$ cat src/sv/aas_pkg.sv
`timescale 1ns / 1ps
// Shared types, codes and lookup functions for the ADC averaging sequencer.
package aas_pkg;

	// Build constants
	localparam int SAMPLE_BITS  = 12;
	localparam int MAX_SAMPLES  = 1024;

	// Port field widths
	localparam int OP_W     = 2;
	localparam int SAMPLE_W = 12;
	localparam int ACT_W    = 2;
	localparam int PIN_W    = 4;
	localparam int REF_W    = 2;
	localparam int HOLD_W   = 4;
	localparam int IVL_W    = 2;
	localparam int CNT_W    = 3;
	localparam int AVG_W    = 12;
	localparam int CIDX_W   = 3;
	localparam int CDATA_W  = 4;

	// Internal state widths
	localparam int SUM_W    = 22;
	localparam int LEFT_W   = 11;
	localparam int GAP_W    = 5;
	localparam int SHIFT_W  = 4;

	// Samples keep at most SAMPLE_BITS low bits
	localparam int SAMPLE_KEEP = (SAMPLE_BITS < SAMPLE_W) ? SAMPLE_BITS : SAMPLE_W;
	localparam logic [SAMPLE_W-1:0] SAMPLE_MASK = SAMPLE_W'((33'd1 << SAMPLE_KEEP) - 33'd1);

	// Operation codes
	localparam logic [OP_W-1:0] OP_START = 2'd0;
	localparam logic [OP_W-1:0] OP_DONE  = 2'd1;
	localparam logic [OP_W-1:0] OP_TICK  = 2'd2;

	// Action codes
	localparam logic [ACT_W-1:0] ACT_CONFIG_START = 2'd0;
	localparam logic [ACT_W-1:0] ACT_START        = 2'd1;
	localparam logic [ACT_W-1:0] ACT_AVERAGE      = 2'd2;
	localparam logic [ACT_W-1:0] ACT_RETRY        = 2'd3;

	// Reference code for the external reference
	localparam logic [REF_W-1:0] REF_EXTERNAL = 2'd3;

	// Configuration register indexes
	localparam logic [CIDX_W-1:0] REG_CHANNEL   = 3'd0;
	localparam logic [CIDX_W-1:0] REG_HOLD      = 3'd1;
	localparam logic [CIDX_W-1:0] REG_INTERVAL  = 3'd2;
	localparam logic [CIDX_W-1:0] REG_COUNT     = 3'd3;
	localparam logic [CIDX_W-1:0] REG_REFERENCE = 3'd4;

	typedef struct packed {
		logic [PIN_W-1:0]  channel;
		logic [HOLD_W-1:0] hold;
		logic [IVL_W-1:0]  interval;
		logic [CNT_W-1:0]  count;
		logic [REF_W-1:0]  reference;
	} cfg_t;

	typedef struct packed {
		logic [ACT_W-1:0]  action;
		logic [PIN_W-1:0]  pin_number;
		logic [REF_W-1:0]  reference_choice;
		logic [HOLD_W-1:0] hold_time;
		logic              reference_enable;
		logic [AVG_W-1:0]  average_value;
	} res_t;

	// Millisecond ticks between samples
	function automatic logic [GAP_W-1:0] gap_ticks(input logic [IVL_W-1:0] sel);
		logic [GAP_W-1:0] g;
		case (sel)
			2'd0:    g = 5'd0;
			2'd1:    g = 5'd1;
			2'd2:    g = 5'd4;
			2'd3:    g = 5'd16;
			default: g = 5'd0;
		endcase
		return g;
	endfunction

	// log2 of the burst length, limited to the largest shift the sample ceiling allows
	function automatic logic [SHIFT_W-1:0] count_shift(input logic [CNT_W-1:0] sel,
		input logic [SHIFT_W-1:0] cap);
		logic [SHIFT_W-1:0] s;
		case (sel)
			3'd0:    s = 4'd0;
			3'd1:    s = 4'd2;
			3'd2:    s = 4'd4;
			3'd3:    s = 4'd6;
			3'd4:    s = 4'd7;
			3'd5:    s = 4'd8;
			3'd6:    s = 4'd9;
			3'd7:    s = 4'd10;
			default: s = 4'd0;
		endcase
		if (s > cap)
			s = cap;
		return s;
	endfunction

endpackage

$ cat src/sv/adc_averaging_sequencer.sv
`timescale 1ns / 1ps
// ADC averaging sequencer: burst sampling of a shared converter, mean reported.
//
// Input channel (in_valid/in_stall) carries event beats: start request,
// conversion finished with its sample, or a millisecond tick. Output channel
// (out_valid/out_stall) carries converter commands, retry refusals and the
// burst average. An event that produces nothing sends no output beat.
// Configuration is a write port (cfg_we, cfg_index, cfg_data) for channel,
// hold time, sample gap, burst length and reference; write it while idle.
// An accepted event is registered in the input register, processed by the core
// and its result is registered in the output register or the skid entry.
// Throughput: one event per cycle unless the input is stalled; the state
// update is a single registered pass (a 22-bit add, a barrel shift of the sum).
// Reset clears the configuration, the burst state (idle) and both output
// entries. When the receiver stalls, the output register holds its beat and
// a skid entry takes one more; the input is stalled only once that is full.
module adc_averaging_sequencer #(
	parameter int SAMPLE_BITS = aas_pkg::SAMPLE_BITS,
	parameter int MAX_SAMPLES = aas_pkg::MAX_SAMPLES
) (
	input  logic                         clk,
	input  logic                         arst_n,
	input  logic                         in_valid,
	output logic                         in_stall,
	input  logic [aas_pkg::OP_W-1:0]     operation,
	input  logic                         converter_in_use,
	input  logic [aas_pkg::SAMPLE_W-1:0] sample_value,
	output logic                         out_valid,
	input  logic                         out_stall,
	output logic [aas_pkg::ACT_W-1:0]    action,
	output logic [aas_pkg::PIN_W-1:0]    pin_number,
	output logic [aas_pkg::REF_W-1:0]    reference_choice,
	output logic [aas_pkg::HOLD_W-1:0]   hold_time,
	output logic                         reference_enable,
	output logic [aas_pkg::AVG_W-1:0]    average_value,
	input  logic                         cfg_we,
	input  logic [aas_pkg::CIDX_W-1:0]   cfg_index,
	input  logic [aas_pkg::CDATA_W-1:0]  cfg_data
);
	import aas_pkg::*;

	cfg_t              cfg_q;
	logic              vld_s1;
	logic [OP_W-1:0]   op_s1;
	logic              busy_s1;
	logic [SAMPLE_W-1:0] sample_s1;
	logic              buf_full;
	logic              adv;
	logic              res_valid;
	res_t              res;
	res_t              out_res;

	// configuration registers
	always_ff @(posedge clk or negedge arst_n) begin
		if (!arst_n) begin
			cfg_q <= '0;
		end else if (cfg_we) begin
			case (cfg_index)
				REG_CHANNEL:   cfg_q.channel   <= cfg_data[PIN_W-1:0];
				REG_HOLD:      cfg_q.hold      <= cfg_data[HOLD_W-1:0];
				REG_INTERVAL:  cfg_q.interval  <= cfg_data[IVL_W-1:0];
				REG_COUNT:     cfg_q.count     <= cfg_data[CNT_W-1:0];
				REG_REFERENCE: cfg_q.reference <= cfg_data[REF_W-1:0];
				default: begin
				end
			endcase
		end
	end

	// input register: drains whenever the output side has room
	assign adv      = vld_s1 && !buf_full;
	assign in_stall = vld_s1 && buf_full;

	always_ff @(posedge clk or negedge arst_n) begin
		if (!arst_n)
			vld_s1 <= 1'b0;
		else if (!in_stall)
			vld_s1 <= in_valid;
	end

	always_ff @(posedge clk) begin
		if (in_valid && !in_stall) begin
			op_s1     <= operation;
			busy_s1   <= converter_in_use;
			sample_s1 <= sample_value;
		end
	end

	aas_core #(
		.SAMPLE_BITS (SAMPLE_BITS),
		.MAX_SAMPLES (MAX_SAMPLES)
	) u_core (
		.clk       (clk),
		.arst_n    (arst_n),
		.en        (adv),
		.op        (op_s1),
		.busy      (busy_s1),
		.sample    (sample_s1),
		.cfg       (cfg_q),
		.res_valid (res_valid),
		.res       (res)
	);

	aas_out_buf u_out_buf (
		.clk       (clk),
		.arst_n    (arst_n),
		.push      (res_valid),
		.push_data (res),
		.full      (buf_full),
		.out_valid (out_valid),
		.out_stall (out_stall),
		.out_data  (out_res)
	);

	assign action           = out_res.action;
	assign pin_number       = out_res.pin_number;
	assign reference_choice = out_res.reference_choice;
	assign hold_time        = out_res.hold_time;
	assign reference_enable = out_res.reference_enable;
	assign average_value    = out_res.average_value;

endmodule

$ cat src/sv/aas_core.sv
`timescale 1ns / 1ps
// Burst sequencing state and the per-beat update that forms each result.
module aas_core #(
	parameter int SAMPLE_BITS = aas_pkg::SAMPLE_BITS,
	parameter int MAX_SAMPLES = aas_pkg::MAX_SAMPLES
) (
	input  logic                       clk,
	input  logic                       arst_n,
	input  logic                       en,
	input  logic [aas_pkg::OP_W-1:0]     op,
	input  logic                       busy,
	input  logic [aas_pkg::SAMPLE_W-1:0] sample,
	input  aas_pkg::cfg_t              cfg,
	output logic                       res_valid,
	output aas_pkg::res_t              res
);
	import aas_pkg::*;

	localparam logic [1:0] PH_IDLE = 2'd0;
	localparam logic [1:0] PH_CONV = 2'd1;
	localparam logic [1:0] PH_GAP  = 2'd2;

	// sample bits kept, and the largest burst shift (floor of log2 of the ceiling)
	localparam int KEEP_BITS = (SAMPLE_BITS < SAMPLE_W) ? SAMPLE_BITS : SAMPLE_W;
	localparam logic [SAMPLE_W-1:0] KEEP_MASK = SAMPLE_W'((33'd1 << KEEP_BITS) - 33'd1);
	localparam int SHIFT_CAP = $clog2(MAX_SAMPLES + 1) - 1;

	logic [SUM_W-1:0]   sum_q,   sum_n;
	logic [LEFT_W-1:0]  left_q,  left_n;
	logic [GAP_W-1:0]   gap_q,   gap_n;
	logic [1:0]         phase_q, phase_n;
	logic [SHIFT_W-1:0] shift_q, shift_n;

	logic [SUM_W-1:0]   sum_add;
	logic [LEFT_W-1:0]  left_dec;
	logic [GAP_W-1:0]   gap_dec;
	logic [GAP_W-1:0]   gap_new;
	logic [SHIFT_W-1:0] shift_new;
	logic [SUM_W-1:0]   sum_shr;
	logic               emit;
	logic [ACT_W-1:0]   act;
	logic [AVG_W-1:0]   avg;

	// datapath terms
	assign sum_add   = sum_q + SUM_W'(sample & KEEP_MASK);
	assign left_dec  = (left_q != '0) ? left_q - LEFT_W'(1) : '0;
	assign gap_dec   = (gap_q != '0) ? gap_q - GAP_W'(1) : '0;
	assign gap_new   = gap_ticks(cfg.interval);
	assign shift_new = count_shift(cfg.count, SHIFT_W'(SHIFT_CAP));
	assign sum_shr   = sum_add >> shift_q;

	// next state and result per operation
	always_comb begin
		sum_n   = sum_q;
		left_n  = left_q;
		gap_n   = gap_q;
		phase_n = phase_q;
		shift_n = shift_q;
		emit    = 1'b0;
		act     = ACT_RETRY;
		avg     = '0;
		case (op)
			OP_START: begin
				if (phase_q == PH_IDLE) begin
					emit = 1'b1;
					if (busy) begin
						act = ACT_RETRY;
					end else begin
						act     = ACT_CONFIG_START;
						shift_n = shift_new;
						left_n  = LEFT_W'(1) << shift_new;
						sum_n   = '0;
						gap_n   = '0;
						phase_n = PH_CONV;
					end
				end
			end
			OP_DONE: begin
				if (phase_q == PH_CONV) begin
					sum_n  = sum_add;
					left_n = left_dec;
					if (left_dec == '0) begin
						phase_n = PH_IDLE;
						emit    = 1'b1;
						act     = ACT_AVERAGE;
						avg     = sum_shr[AVG_W-1:0];
					end else if (gap_new == '0) begin
						emit = 1'b1;
						act  = ACT_START;
					end else begin
						gap_n   = gap_new;
						phase_n = PH_GAP;
					end
				end
			end
			OP_TICK: begin
				if (phase_q == PH_GAP) begin
					gap_n = gap_dec;
					if (gap_dec == '0) begin
						phase_n = PH_CONV;
						emit    = 1'b1;
						act     = ACT_START;
					end
				end
			end
			default: begin
			end
		endcase
	end

	// state registers
	always_ff @(posedge clk or negedge arst_n) begin
		if (!arst_n) begin
			sum_q   <= '0;
			left_q  <= '0;
			gap_q   <= '0;
			phase_q <= PH_IDLE;
			shift_q <= '0;
		end else if (en) begin
			sum_q   <= sum_n;
			left_q  <= left_n;
			gap_q   <= gap_n;
			phase_q <= phase_n;
			shift_q <= shift_n;
		end
	end

	// result fields
	assign res_valid            = en && emit;
	assign res.action           = act;
	assign res.pin_number       = cfg.channel;
	assign res.reference_choice = cfg.reference;
	assign res.hold_time        = cfg.hold;
	assign res.reference_enable = ((act == ACT_CONFIG_START) || (act == ACT_START))
		&& (cfg.reference == REF_EXTERNAL);
	assign res.average_value    = avg;

endmodule

$ cat src/sv/aas_out_buf.sv
`timescale 1ns / 1ps
// Output register with a skid entry for result beats.
module aas_out_buf (
	input  logic          clk,
	input  logic          arst_n,
	input  logic          push,
	input  aas_pkg::res_t push_data,
	output logic          full,
	output logic          out_valid,
	input  logic          out_stall,
	output aas_pkg::res_t out_data
);
	import aas_pkg::*;

	res_t head_q, skid_q;
	logic head_vld_q, skid_vld_q;
	logic pop;

	assign pop = head_vld_q && !out_stall;

	// control: head refills from skid first, skid catches a beat when head holds
	always_ff @(posedge clk or negedge arst_n) begin
		if (!arst_n) begin
			head_vld_q <= 1'b0;
			skid_vld_q <= 1'b0;
		end else if (!head_vld_q || pop) begin
			if (skid_vld_q) begin
				head_vld_q <= 1'b1;
				skid_vld_q <= push;
			end else begin
				head_vld_q <= push;
			end
		end else if (push) begin
			skid_vld_q <= 1'b1;
		end
	end

	// payload
	always_ff @(posedge clk) begin
		if (!head_vld_q || pop) begin
			if (skid_vld_q) begin
				head_q <= skid_q;
				if (push)
					skid_q <= push_data;
			end else if (push) begin
				head_q <= push_data;
			end
		end else if (push) begin
			skid_q <= push_data;
		end
	end

	assign full      = skid_vld_q;
	assign out_valid = head_vld_q;
	assign out_data  = head_q;

endmodule

$ cat config.mk
export PLATFORM = sky130hd
export DESIGN_NAME = adc_averaging_sequencer
export DESIGN_NICKNAME = d
export VERILOG_FILES = /design/src/sv/aas_pkg.sv /design/src/sv/adc_averaging_sequencer.sv /design/src/sv/aas_core.sv /design/src/sv/aas_out_buf.sv
export SDC_FILE = /design/constraint.sdc
export NUM_CORES = 1
export LEC_CHECK = 0
export ABC_AREA = 0
export ABC_CLOCK_PERIOD_IN_PS = 4320
export BUFFER_PORTS_ARGS = -buffer_cell sky130_fd_sc_hd__buf_2
export CAP_MARGIN = 20
export CORE_MARGIN = 1.5
export CORE_UTILIZATION = 55
export CTS_CLUSTER_DIAMETER = 50
export DETAILED_ROUTE_END_ITERATION = 16
export GPL_ROUTABILITY_DRIVEN = 0
export GPL_TIMING_DRIVEN = 0
export PLACE_DENSITY = 0.83
export SKIP_LAST_GASP = 1
export SYNTH_ARGS = -nofsm -noshare
export SYNTH_HDL_FRONTEND = slang
export SYNTH_HIERARCHICAL = 1
export SYNTH_SLANG_ARGS = --single-unit
export TNS_END_PERCENT = 20
$ cat constraint.sdc
create_clock -name clk -period 4.32 [get_ports clk]
set_input_delay 0.216 -clock clk [delete_from_list [all_inputs] [get_ports clk]]
set_output_delay 0.216 -clock clk [all_outputs]
set_load 0.005 [all_outputs]
# Word level (Yosys, flattened, before mapping)
# Memory sizes are Yosys's and may differ from the RTL's.
# Cells that the tools add are included.
# totals
mem_count	1
input_bits	27
register_bits	127
romBits	32
# op_classes
addsub	3
bitwise_logic	1
mux	54
shifts	2
n_eq_ne	22
n_reduce_logical	36
n_lt_le_gt_ge	1
# memory_table
name	words	word_bits	read_ports	rd_ports_with_merged_regs	write_ports	line	source
(no name shown)	8	4	1	0	0	aas_pkg.sv:87	case (sel)
# ops
operator	count
25-bit two-way mux	5
22-bit two-way mux	3
11-bit two-way mux	4
22-bit case mux with 2 select lines	1
12-bit two-way mux	3
5-bit two-way mux	7
2-bit two-way mux	14
22-bit by 12-bit adder with 22-bit output	1
11-bit case mux with 2 select lines	1
22-bit by 4-bit right shift with 12-bit output	1
5-bit case mux with 4 select lines	1
8-bit AND reduction	2
5-bit case mux with 3 select lines	1
2-bit case mux with 3 select lines	2
2-bit AND reduction	6
11-bit logical NOT	1
11-bit nonzero test	1
1-bit by 4-bit left shift with 11-bit output, first input constant	1
11-bit by 1-bit subtractor with 11-bit output, second input constant	1
2-bit == test, second input constant	5
5-bit logical NOT	2
1-bit two-way mux	10
2-bit by 1-bit != test with 1-bit output, second input constant	5
2-bit by 1-bit == test with 1-bit output, second input constant	4
other kinds (20)	37

# Longest topological paths before layout
# Gate-level depths: netlist (run 1).
# logic_depth
ltp_word	13
mapped_depth	12

# Modules after synthesis
# The synthesis (run 1) kept the hierarchy.
# by_module_without_submodules
module	seq_area_each_um2	n_inst	cells_each	area_each_um2
aas_core	1101.1	1	595	4654.5
aas_out_buf	1551.5	1	86	1985.7
adc_averaging_sequencer	850.8	1	55	1118.6

# Worst setup path before layout (run 1)
# Ideal clock, no wire load.
# synth_timing
path_kind	reg-to-reg
startpoint	register u_core.left_q[0]
endpoint	register u_out_buf.head_q (netlist bit u_out_buf/out_data[0]), enable pin
n_path_buf	0
setup_time_ns	0.407
slack_ns	0.286
t_arrival_ns	3.628
stages_incl_launch_ff	13
path_cell_list	dfrtp_1 -> inv_1 -> ha_1 -> or4b_2 -> nor4_1 -> a31oi_1 -> nor4b_4 -> o21a_1 -> mux2i_1 -> o22ai_1 -> and3b_1 -> nor2_1 -> nor2_1
# synth_between
elab_chain_len	9
word_cells_on_any_way	10
classes_between	add/sub (1); mux (4); reduce/logical (5)
# synth_lines
element	line	source
start, declared	aas_core.sv:29	logic [LEFT_W-1:0] left_q, left_n;
start signal, assigned	aas_core.sv:121	left_q <= left_n;
11-bit by 1-bit subtractor with 11-bit output or 11-bit nonzero test (tied branches)	aas_core.sv:46	assign left_dec = (left_q != '0) ? left_q - LEFT_W'(1) : '0;
11-bit two-way mux (*)	aas_core.sv:46	
11-bit logical NOT (*)	aas_core.sv:82	if (left_dec == '0) begin
1-bit two-way mux (*)	aas_core.sv:82	
1-bit two-way mux (*)	aas_core.sv:79	if (phase_q == PH_CONV) begin
1-bit case mux with 3 select lines (*)	aas_core.sv:62	case (op)
1-bit logical AND (*)	aas_core.sv:129	assign res_valid = en && emit;
net res_valid	adc_averaging_sequencer.sv:49	logic res_valid;
2-bit nonzero test (no line) (*)	n/a	
2-bit AND reduction (no line) (*)	n/a	
end signal, assigned	aas_out_buf.sv:42	head_q <= skid_q;
end signal, assigned	aas_out_buf.sv:46	head_q <= push_data;
end, declared	aas_out_buf.sv:15	res_t head_q, skid_q;
# The timed path passes the listed nets; every way through them passes the cells marked *.
# A chain may end at the register's enable or synchronous reset.

==> impl_metrics.csv, run 1 <==
group,metric,value,unit
layout,area_growth,16.4,%
critical_path,critPathKind,"reg -> reg",
floorplanning,initial_core_util,0.561,
power_and_ir_drop,p_leak,0.00364,uW
critical_path,path_cells,"inv_1 > ha_1 > or4b_2 > nor4_1 > a31oi_1 > nor4b_4 > o21a_1 > mux2i_1 > o22ai_1 > and3b_1 > o21a_1",
sta,rsz0062_at_grt,"false",
layout,fin_area,9030,um^2
detailed_routing,wl_per_cell,17.5,um
critical_path,worstPathArrival,4.14,ns
floorplanning,dieArea,14800,um^2
floorplanning,fp.coreArea,13800,um^2
global_route,grt-ovfl-total,0,
flow_run,maxCapViolations,0,
sta,slew_headroom,0.269,
synthesis,synth.top_cell.area_share,0.252,
global_route,antenna_found_initial,0,
synthesis,synth_area_per_cell,10.5,um^2
floorplanning,ios,54,
detailed_routing,via_per_inst,6.15,
synthesis,synthTopCellsByArea,"edfxtp_1 25%, dfrtp_1 20%, o21ai_0 3.8%",
synthesis,ys_seq_elements,127,
placed_design,place_area,8270,um^2
detailed_routing,vias,6264,
floorplanning,die-height,122,um
cts,cts.reportedPaths.clkPinSlew,0.06,ns
detailed_routing,drc,0,
synthesis,async_reset_ff_frac,0.488,
synthesis,synth_top_area_cell,"edfxtp_1",
cts,cts_tree,"yes",
floorplanning,die_x,122,um
synthesis,synthTopCellsByCount,"65 x edfxtp_1, 62 x dfrtp_1, 59 x o21ai_0",
power_and_ir_drop,peakVddDrop,0.585,mV
sta,slew_viol_final,0,
synthesis,yosysWarnings,6,
detailed_routing,first_iter_violations,690,
cts,post_cts.repair.setup_buffers,0,
floorplanning,rows,43,
cts,h-tree-depth,4,
cts,clkSinkCount,127,
global_route,grt_pass1_wl,28600,um
synthesis,ys_types,86,
power_and_ir_drop,total_power,5580,uW
layout,drive_above_1_share,0.215,
placed_design,hpwlAfterDp,12800,um
critical_path,endpoint_kind,"flip-flop",
critical_path,max_stage_delay,0.89,ns
sta,max_freq,0.244,GHz
synthesis,ys.flop_type,"edfxtp_1",
synthesis,synth.most_common_cell,"edfxtp_1",
sta,fin_crit_sh,0.951,
critical_path,critical_path_required,4.35,ns
sta,setup_ws,0.213,ns
global_route,grt_max_degree,63,
layout,nets,874,
sta,finalSetupViolCount,0,
critical_path,cp_common_cell,"o21a_1",
critical_path,path_max_fanout,25,
synthesis,ys_seq_area_frac,0.452,
critical_path,cpMaxStageDelayCell,"o21a_1",
synthesis,syn_nets,784,
detailed_routing,drt-pass1-iter-count,7,
cts,clock-root-buffer,"clkbuf_16",
global_route,grt_pass1_vias,5738,
sta,fin_crit,4.11,ns
sta,skew,0.00852,ns
placed_design,dp_slack,0.236,ns
sta,tns,0,ns
critical_path,start_kind,"flip-flop",
synthesis,syn_area,7760,um^2
synthesis,synth_edf_count,65,
cts,clkLatencyLatePin,0.42,ns
hold_path,hp-class,"in -> reg",
synthesis,synth_cells,736,
placed_design,portBuffers,53,
detailed_routing,drt_wl_total,17900,um
layout,antenna-diode-count,0,
sta,whs,0.0664,ns
outcome,status,"finished, final reports clean",
global_route,track_usage,0.248,
detailed_routing,route.antenna.remaining_nets,0,
power_and_ir_drop,pwr_density_cell,618,nW/um^2
sta,finalHoldViolations,0,
cts,cts_max_path_buffers,2,
sta,worst_slew_pin_slew,1.10,ns
cts,cts_buffers,17,
layout make-up:
| cell class | count | area [um^2] |
|---|---|---|
| clock buffer | 18 | 429 |
| multi-input combinational | 533 | 3880 |
| timing repair buffer | 71 | 453 |
| fill | 1038 | 4800 |
| inverter | 23 | 86.3 |
| clock inverter | 14 | 156 |
| sequential | 127 | 3500 |
| tap | 180 | 225 |
| buffer | 53 | 298 |
worst paths after layout:
path | start | to | slack, ns | cells after the start
setup / recovery | u_core/left_q[0] | u_out_buf/skid_q[6] | 0.21 | 11
min in group asynchronous | arst_n | u_core/sum_q[10] | 0.43 | 2
setup reg to reg | u_core/left_q[0] | u_out_buf/skid_q[6] | 0.21 | 11
hold / removal | cfg_data[3] | cfg_q[10] | 0.07 | 2
max in group asynchronous | arst_n | vld_s1 | 3.37 | 2
hold reg to reg | u_core/sum_q[4] | u_core/sum_q[4] | 0.50 | 1
stage by stage:
step	std cells	util
finish	1019	0.653
global route	1019	0.653
floorplan	736	-
CTS	1019	0.653
global placement	969	0.597
detailed placement	970	0.598
worst max-delay path, delay by kind of cell, from the launching register on:
kind	cells	cell delay, ns
compound gates	4	1.38
flops	1	0.40
simple gates	4	1.53
buf+inv	1	0.12
mux	1	0.09
fa+ha+maj	1	0.19
layout by cell type (no fill, tap or decap), types with 18 or more instances in the layout:
master and instances:
edfxtp_1 65, dfrtp_1 62, buf_2 61, o21ai_0 59, nand2_1 57, nor2_1 53
a21oi_1 37, clkbuf_1 29, mux2_2 24, inv_1 22, nor3_1 20, ha_1 20
mux2_4 18
state kept, by name (all words and copies together), names as in the netlist, 2 cells and up:
register,cells
u_out_buf/out_data,25
u_out_buf/skid_q,25
u_core/sum_q,22
cfg_q,15
sample_s1,12
u_core/left_q,11
u_core/gap_q,5
u_core/shift_q,4
op_s1,2
u_core/phase_q,2
cell families (layout without fill, tap and decap cells):
family / after synthesis / in the layout / share of synthesized area
muxes: 60 / 60 / 0.103
xor gates and xnor gates: 23 / 23 / 0.0260
buffers and inverters: 76 / 179 / 0.0495
adders and majority gates: 22 / 22 / 0.0363
and+or+nand+nor: 217 / 217 / 0.145
AOI/OAI and AO/OA: 211 / 211 / 0.189
DFF: 127 / 127 / 0.452
timing repair:
| action | CTS | global route |
|---|---|---|
| endpoints found under the hold margin | 78 | 0 |
| hold buffers | 17 | 0 |
| gates resized for setup | 0 | 0 |
where the power goes:
group          switching (uW)  internal (uW)  total [uW]
Clock                     555            858        1410
Sequential                162           1500        1660
Combinational            1560            948        2510
layer usage:
metal | vias to the layer above | routed length, um | track usage
met5 | - | 0 | 0
met4 | 0 | 288 | 0.0816
met3 | 31 | 1340 | 0.0524
met2 | 301 | 8310 | 0.393
met1 | 2966 | 7920 | 0.341
li1 | 2966 | - | -
(Power assumes the default switching activity.)
==> run 2, diff against run 1 <==
Settings changed: CORE_UTILIZATION 55 to 56, PLACE_DENSITY 0.83 to default, PLACE_DENSITY_LB_ADDON from default to 0.2, SYNTH_HIERARCHICAL 1 to default.
==> run 2 against run 1 <==
  * First-iteration DRC count up 13%
  * Critical path depth unchanged
  * Largest power group unchanged
  * Via count up 14%
  * Count of clock-buffer cells in the layout down 1
  * Register-to-register slack better by 0.15 ns
  * Final area up 1.8%
  * Combinational power down 4%
  * Sequential cell count unchanged
  * Wire length up 18%
  * Die area up 0.15%
==> impl_metrics.csv, run 2 <==
group,metric,value,unit
placed_design,portBuffers,53,
layout,final_common_cell,"nand2_1",
detailed_routing,route.antenna.remaining_nets,0,
synthesis,synth_compound_area_frac,0.194,
synthesis,synth_edf_count,65,
sta,rsz0062_at_grt,"false",
synthesis,async_reset_ff_frac,0.488,
sta,setup_ws,0.362,ns
sta,finalHoldViolations,0,
power_and_ir_drop,pwr_density_cell,594,nW/um^2
sta,fin_crit,3.96,ns
sta,slew_viol_final,0,
flow_run,maxCapViolations,0,
critical_path,r2r_start,"u_core.left_q[0]",
synthesis,ys.flop_type,"edfxtp_1",
synthesis,ys_seq_area_frac,0.443,
synthesis,synth_top_family_by_area,"compound AO/OA/AOI/OAI gates",
floorplanning,die_x,122,um
synthesis,yosysWarnings,0,
synthesis,syn_area,7910,um^2
power_and_ir_drop,peakVddDrop,0.441,mV
synthesis,ys_seq_elements,127,
detailed_routing,first_iter_violations,782,
cts,cts_tree,"yes",
placed_design,place_area,8450,um^2
global_route,grt_max_degree,63,
floorplanning,ios,54,
synthesis,syn_nets,861,
global_route,grt-ovfl-total,0,
layout,nets,953,
synthesis,synth_cells,813,
layout,fin_cells,1098,
layout,antenna-diode-count,0,
floorplanning,rows,43,
global_route,grt_pass1_vias,6760,
synthesis,synth-simple-area-share,0.181,
layout,final_cell_mix,"91 x nand2_1, 65 x o21ai_0, 65 x edfxtp_1, 62 x dfrtp_1, 56 x nor2_1",
sta,worst_slew_pin_slew,0.935,ns
detailed_routing,drt-pass1-iter-count,5,
synthesis,synth_top_area_cell,"edfxtp_1",
power_and_ir_drop,total_power,5450,uW
sta,max_freq,0.253,GHz
synthesis,synth_area_per_cell,9.73,um^2
floorplanning,fp.coreArea,13800,um^2
layout,fin_area,9190,um^2
detailed_routing,drt_wl_total,21100,um
critical_path,start_kind,"flip-flop",
layout,area_growth,16.1,%
critical_path,r2r_slack,0.36,ns
floorplanning,die-height,122,um
sta,finalSetupViolCount,0,
synthesis,synthAdderAreaFrac,0.0342,
global_route,antenna_found_initial,0,
critical_path,critPathCapture,"u_out_buf.out_data[11]",
synthesis,synth.top_cell.area_share,0.247,
critical_path,endpoint_kind,"flip-flop",
placed_design,dp_slack,0.458,ns
synthesis,synthTopCellsByCount,"91 x nand2_1, 65 x edfxtp_1, 65 x o21ai_0",
detailed_routing,vias,7114,
cts,clock-root-buffer,"clkbuf_16",
hold_path,hp-class,"in -> reg",
detailed_routing,drc,0,
synthesis,ys_types,75,
global_route,track_usage,0.295,
floorplanning,dieArea,14800,um^2
critical_path,r2r_cells,11,
cts,clkSinkCount,127,
cts,post_cts.repair.setup_buffers,0,
cts,clkLatencyLatePin,0.43,ns
synthesis,synth.most_common_cell,"nand2_1",
floorplanning,initial_core_util,0.572,
global_route,grt_pass1_wl,33800,um
cts,cts_buffers,17,
layout,fin_util,0.665,
cts,cts.reportedPaths.clkPinSlew,0.06,ns
critical_path,worstPathArrival,4.09,ns
detailed_routing,wl_per_cell,19.2,um
sta,fin_crit_sh,0.916,
synthesis,synth_xor_area_frac,0.0177,
critical_path,path_max_fanout,17,
power_and_ir_drop,p_leak,0.00357,uW
synthesis,synthTopCellsByArea,"edfxtp_1 25%, dfrtp_1 20%, mux2_2 4.4%",
placed_design,hpwlAfterDp,15300,um
critical_path,critical_path_required,4.45,ns
sta,slew_headroom,0.372,
placed_design,dp.cells,1049,
critical_path,critPathKind,"reg -> reg",
detailed_routing,via_per_inst,6.48,
sta,skew,0.00619,ns
cts,h-tree-depth,4,
critical_path,cp-startpoint,"u_core.left_q[0]",
outcome,status,"finished, final reports clean",
cts,cts_max_path_buffers,2,
critical_path,r2r_end,"u_out_buf.out_data[11]",
layout,drive_above_1_share,0.168,
synthesis,synthMuxAreaShare,0.0919,
## run 2: per-layer routing
| metal | GRT usage | share of wire | wire length, um | up-vias |
|---|---|---|---|---|
| met5 | 0 | 0 | 0 | - |
| met4 | 0.146 | 0.036 | 766 | 0 |
| met3 | 0.0665 | 0.089 | 1880 | 71 |
| met2 | 0.438 | 0.45 | 9440 | 397 |
| met1 | 0.408 | 0.43 | 8990 | 3371 |
| li1 | - | - | - | 3275 |
## run 2: power breakdown
part / total (uW) / internal, uW / leakage (uW) / switching [uW]
Clock: 1390 / 765 / 0.000278 / 624
Combinational: 2410 / 915 / 0.00187 / 1490
Sequential: 1660 / 1490 / 0.00142 / 172
Total: 5450 / 3170 / 0.00357 / 2290
## run 2: cell families (layout without fill, tap and decap cells)
family / count (synthesis) / after routing
flops: 127 / 127
mux: 55 / 55
compound gates: 222 / 222
fa+ha+maj: 21 / 21
buf+inv: 78 / 183
simple gates: 294 / 294
xor+xnor: 16 / 16
## run 2: final cells by class
cell class	count	area, um^2
plain buffers	41	166
clock buffers	17	425
clock inverters	15	145
fillers	1115	4640
inverters	37	139
multi-input cells	608	4110
flip-flops and latches	127	3500
well taps	180	225
repair buffers	73	475
## run 2: worst min path at each step
| stage | startpoint | to | slack [ns] | cells after the start |
|---|---|---|---|---|
| 2_1_floorplan | arst_n | cfg_q[0] | -0.08 | 0 |
| 3_3_place_gp | operation[0] | op_s1[0] | 0.39 | 1 |
| 3_5_place_dp | arst_n | u_core.sum_q[6] | 0.37 | 1 |
| 4_1_cts | cfg_data[3] | cfg_q[14] | 0.04 | 2 |
| 5_1_grt | cfg_data[3] | cfg_q[14] | 0.04 | 2 |
| 6_report | cfg_data[3] | cfg_q[14] | 0.05 | 2 |
## run 2: repair_timing
action,CTS,global route
hold endpoints to repair,78,0
hold buffers,17,0
resized for setup,0,0
## run 2: critical path, stage by stage (launching register included)
cell	delay [ns]
dfrtp_1	0.44
inv_1	0.08
ha_1	0.23
or4b_2	0.63
nor4_1	0.33
mux2i_1	0.31
and3_1	0.24
o211ai_1	0.11
a211o_1	0.31
and2_1	0.21
a21oi_2	0.49
buf_8	0.26
## run 2: through the flow
stage | hold WS, ns | setup TNS (ns)
floorplan | -0.0796 | 0
global placement | 0.392 | -19.64
detailed placement | 0.367 | 0
CTS | 0.0382 | 0
global route | 0.0410 | 0
finish | 0.0450 | 0
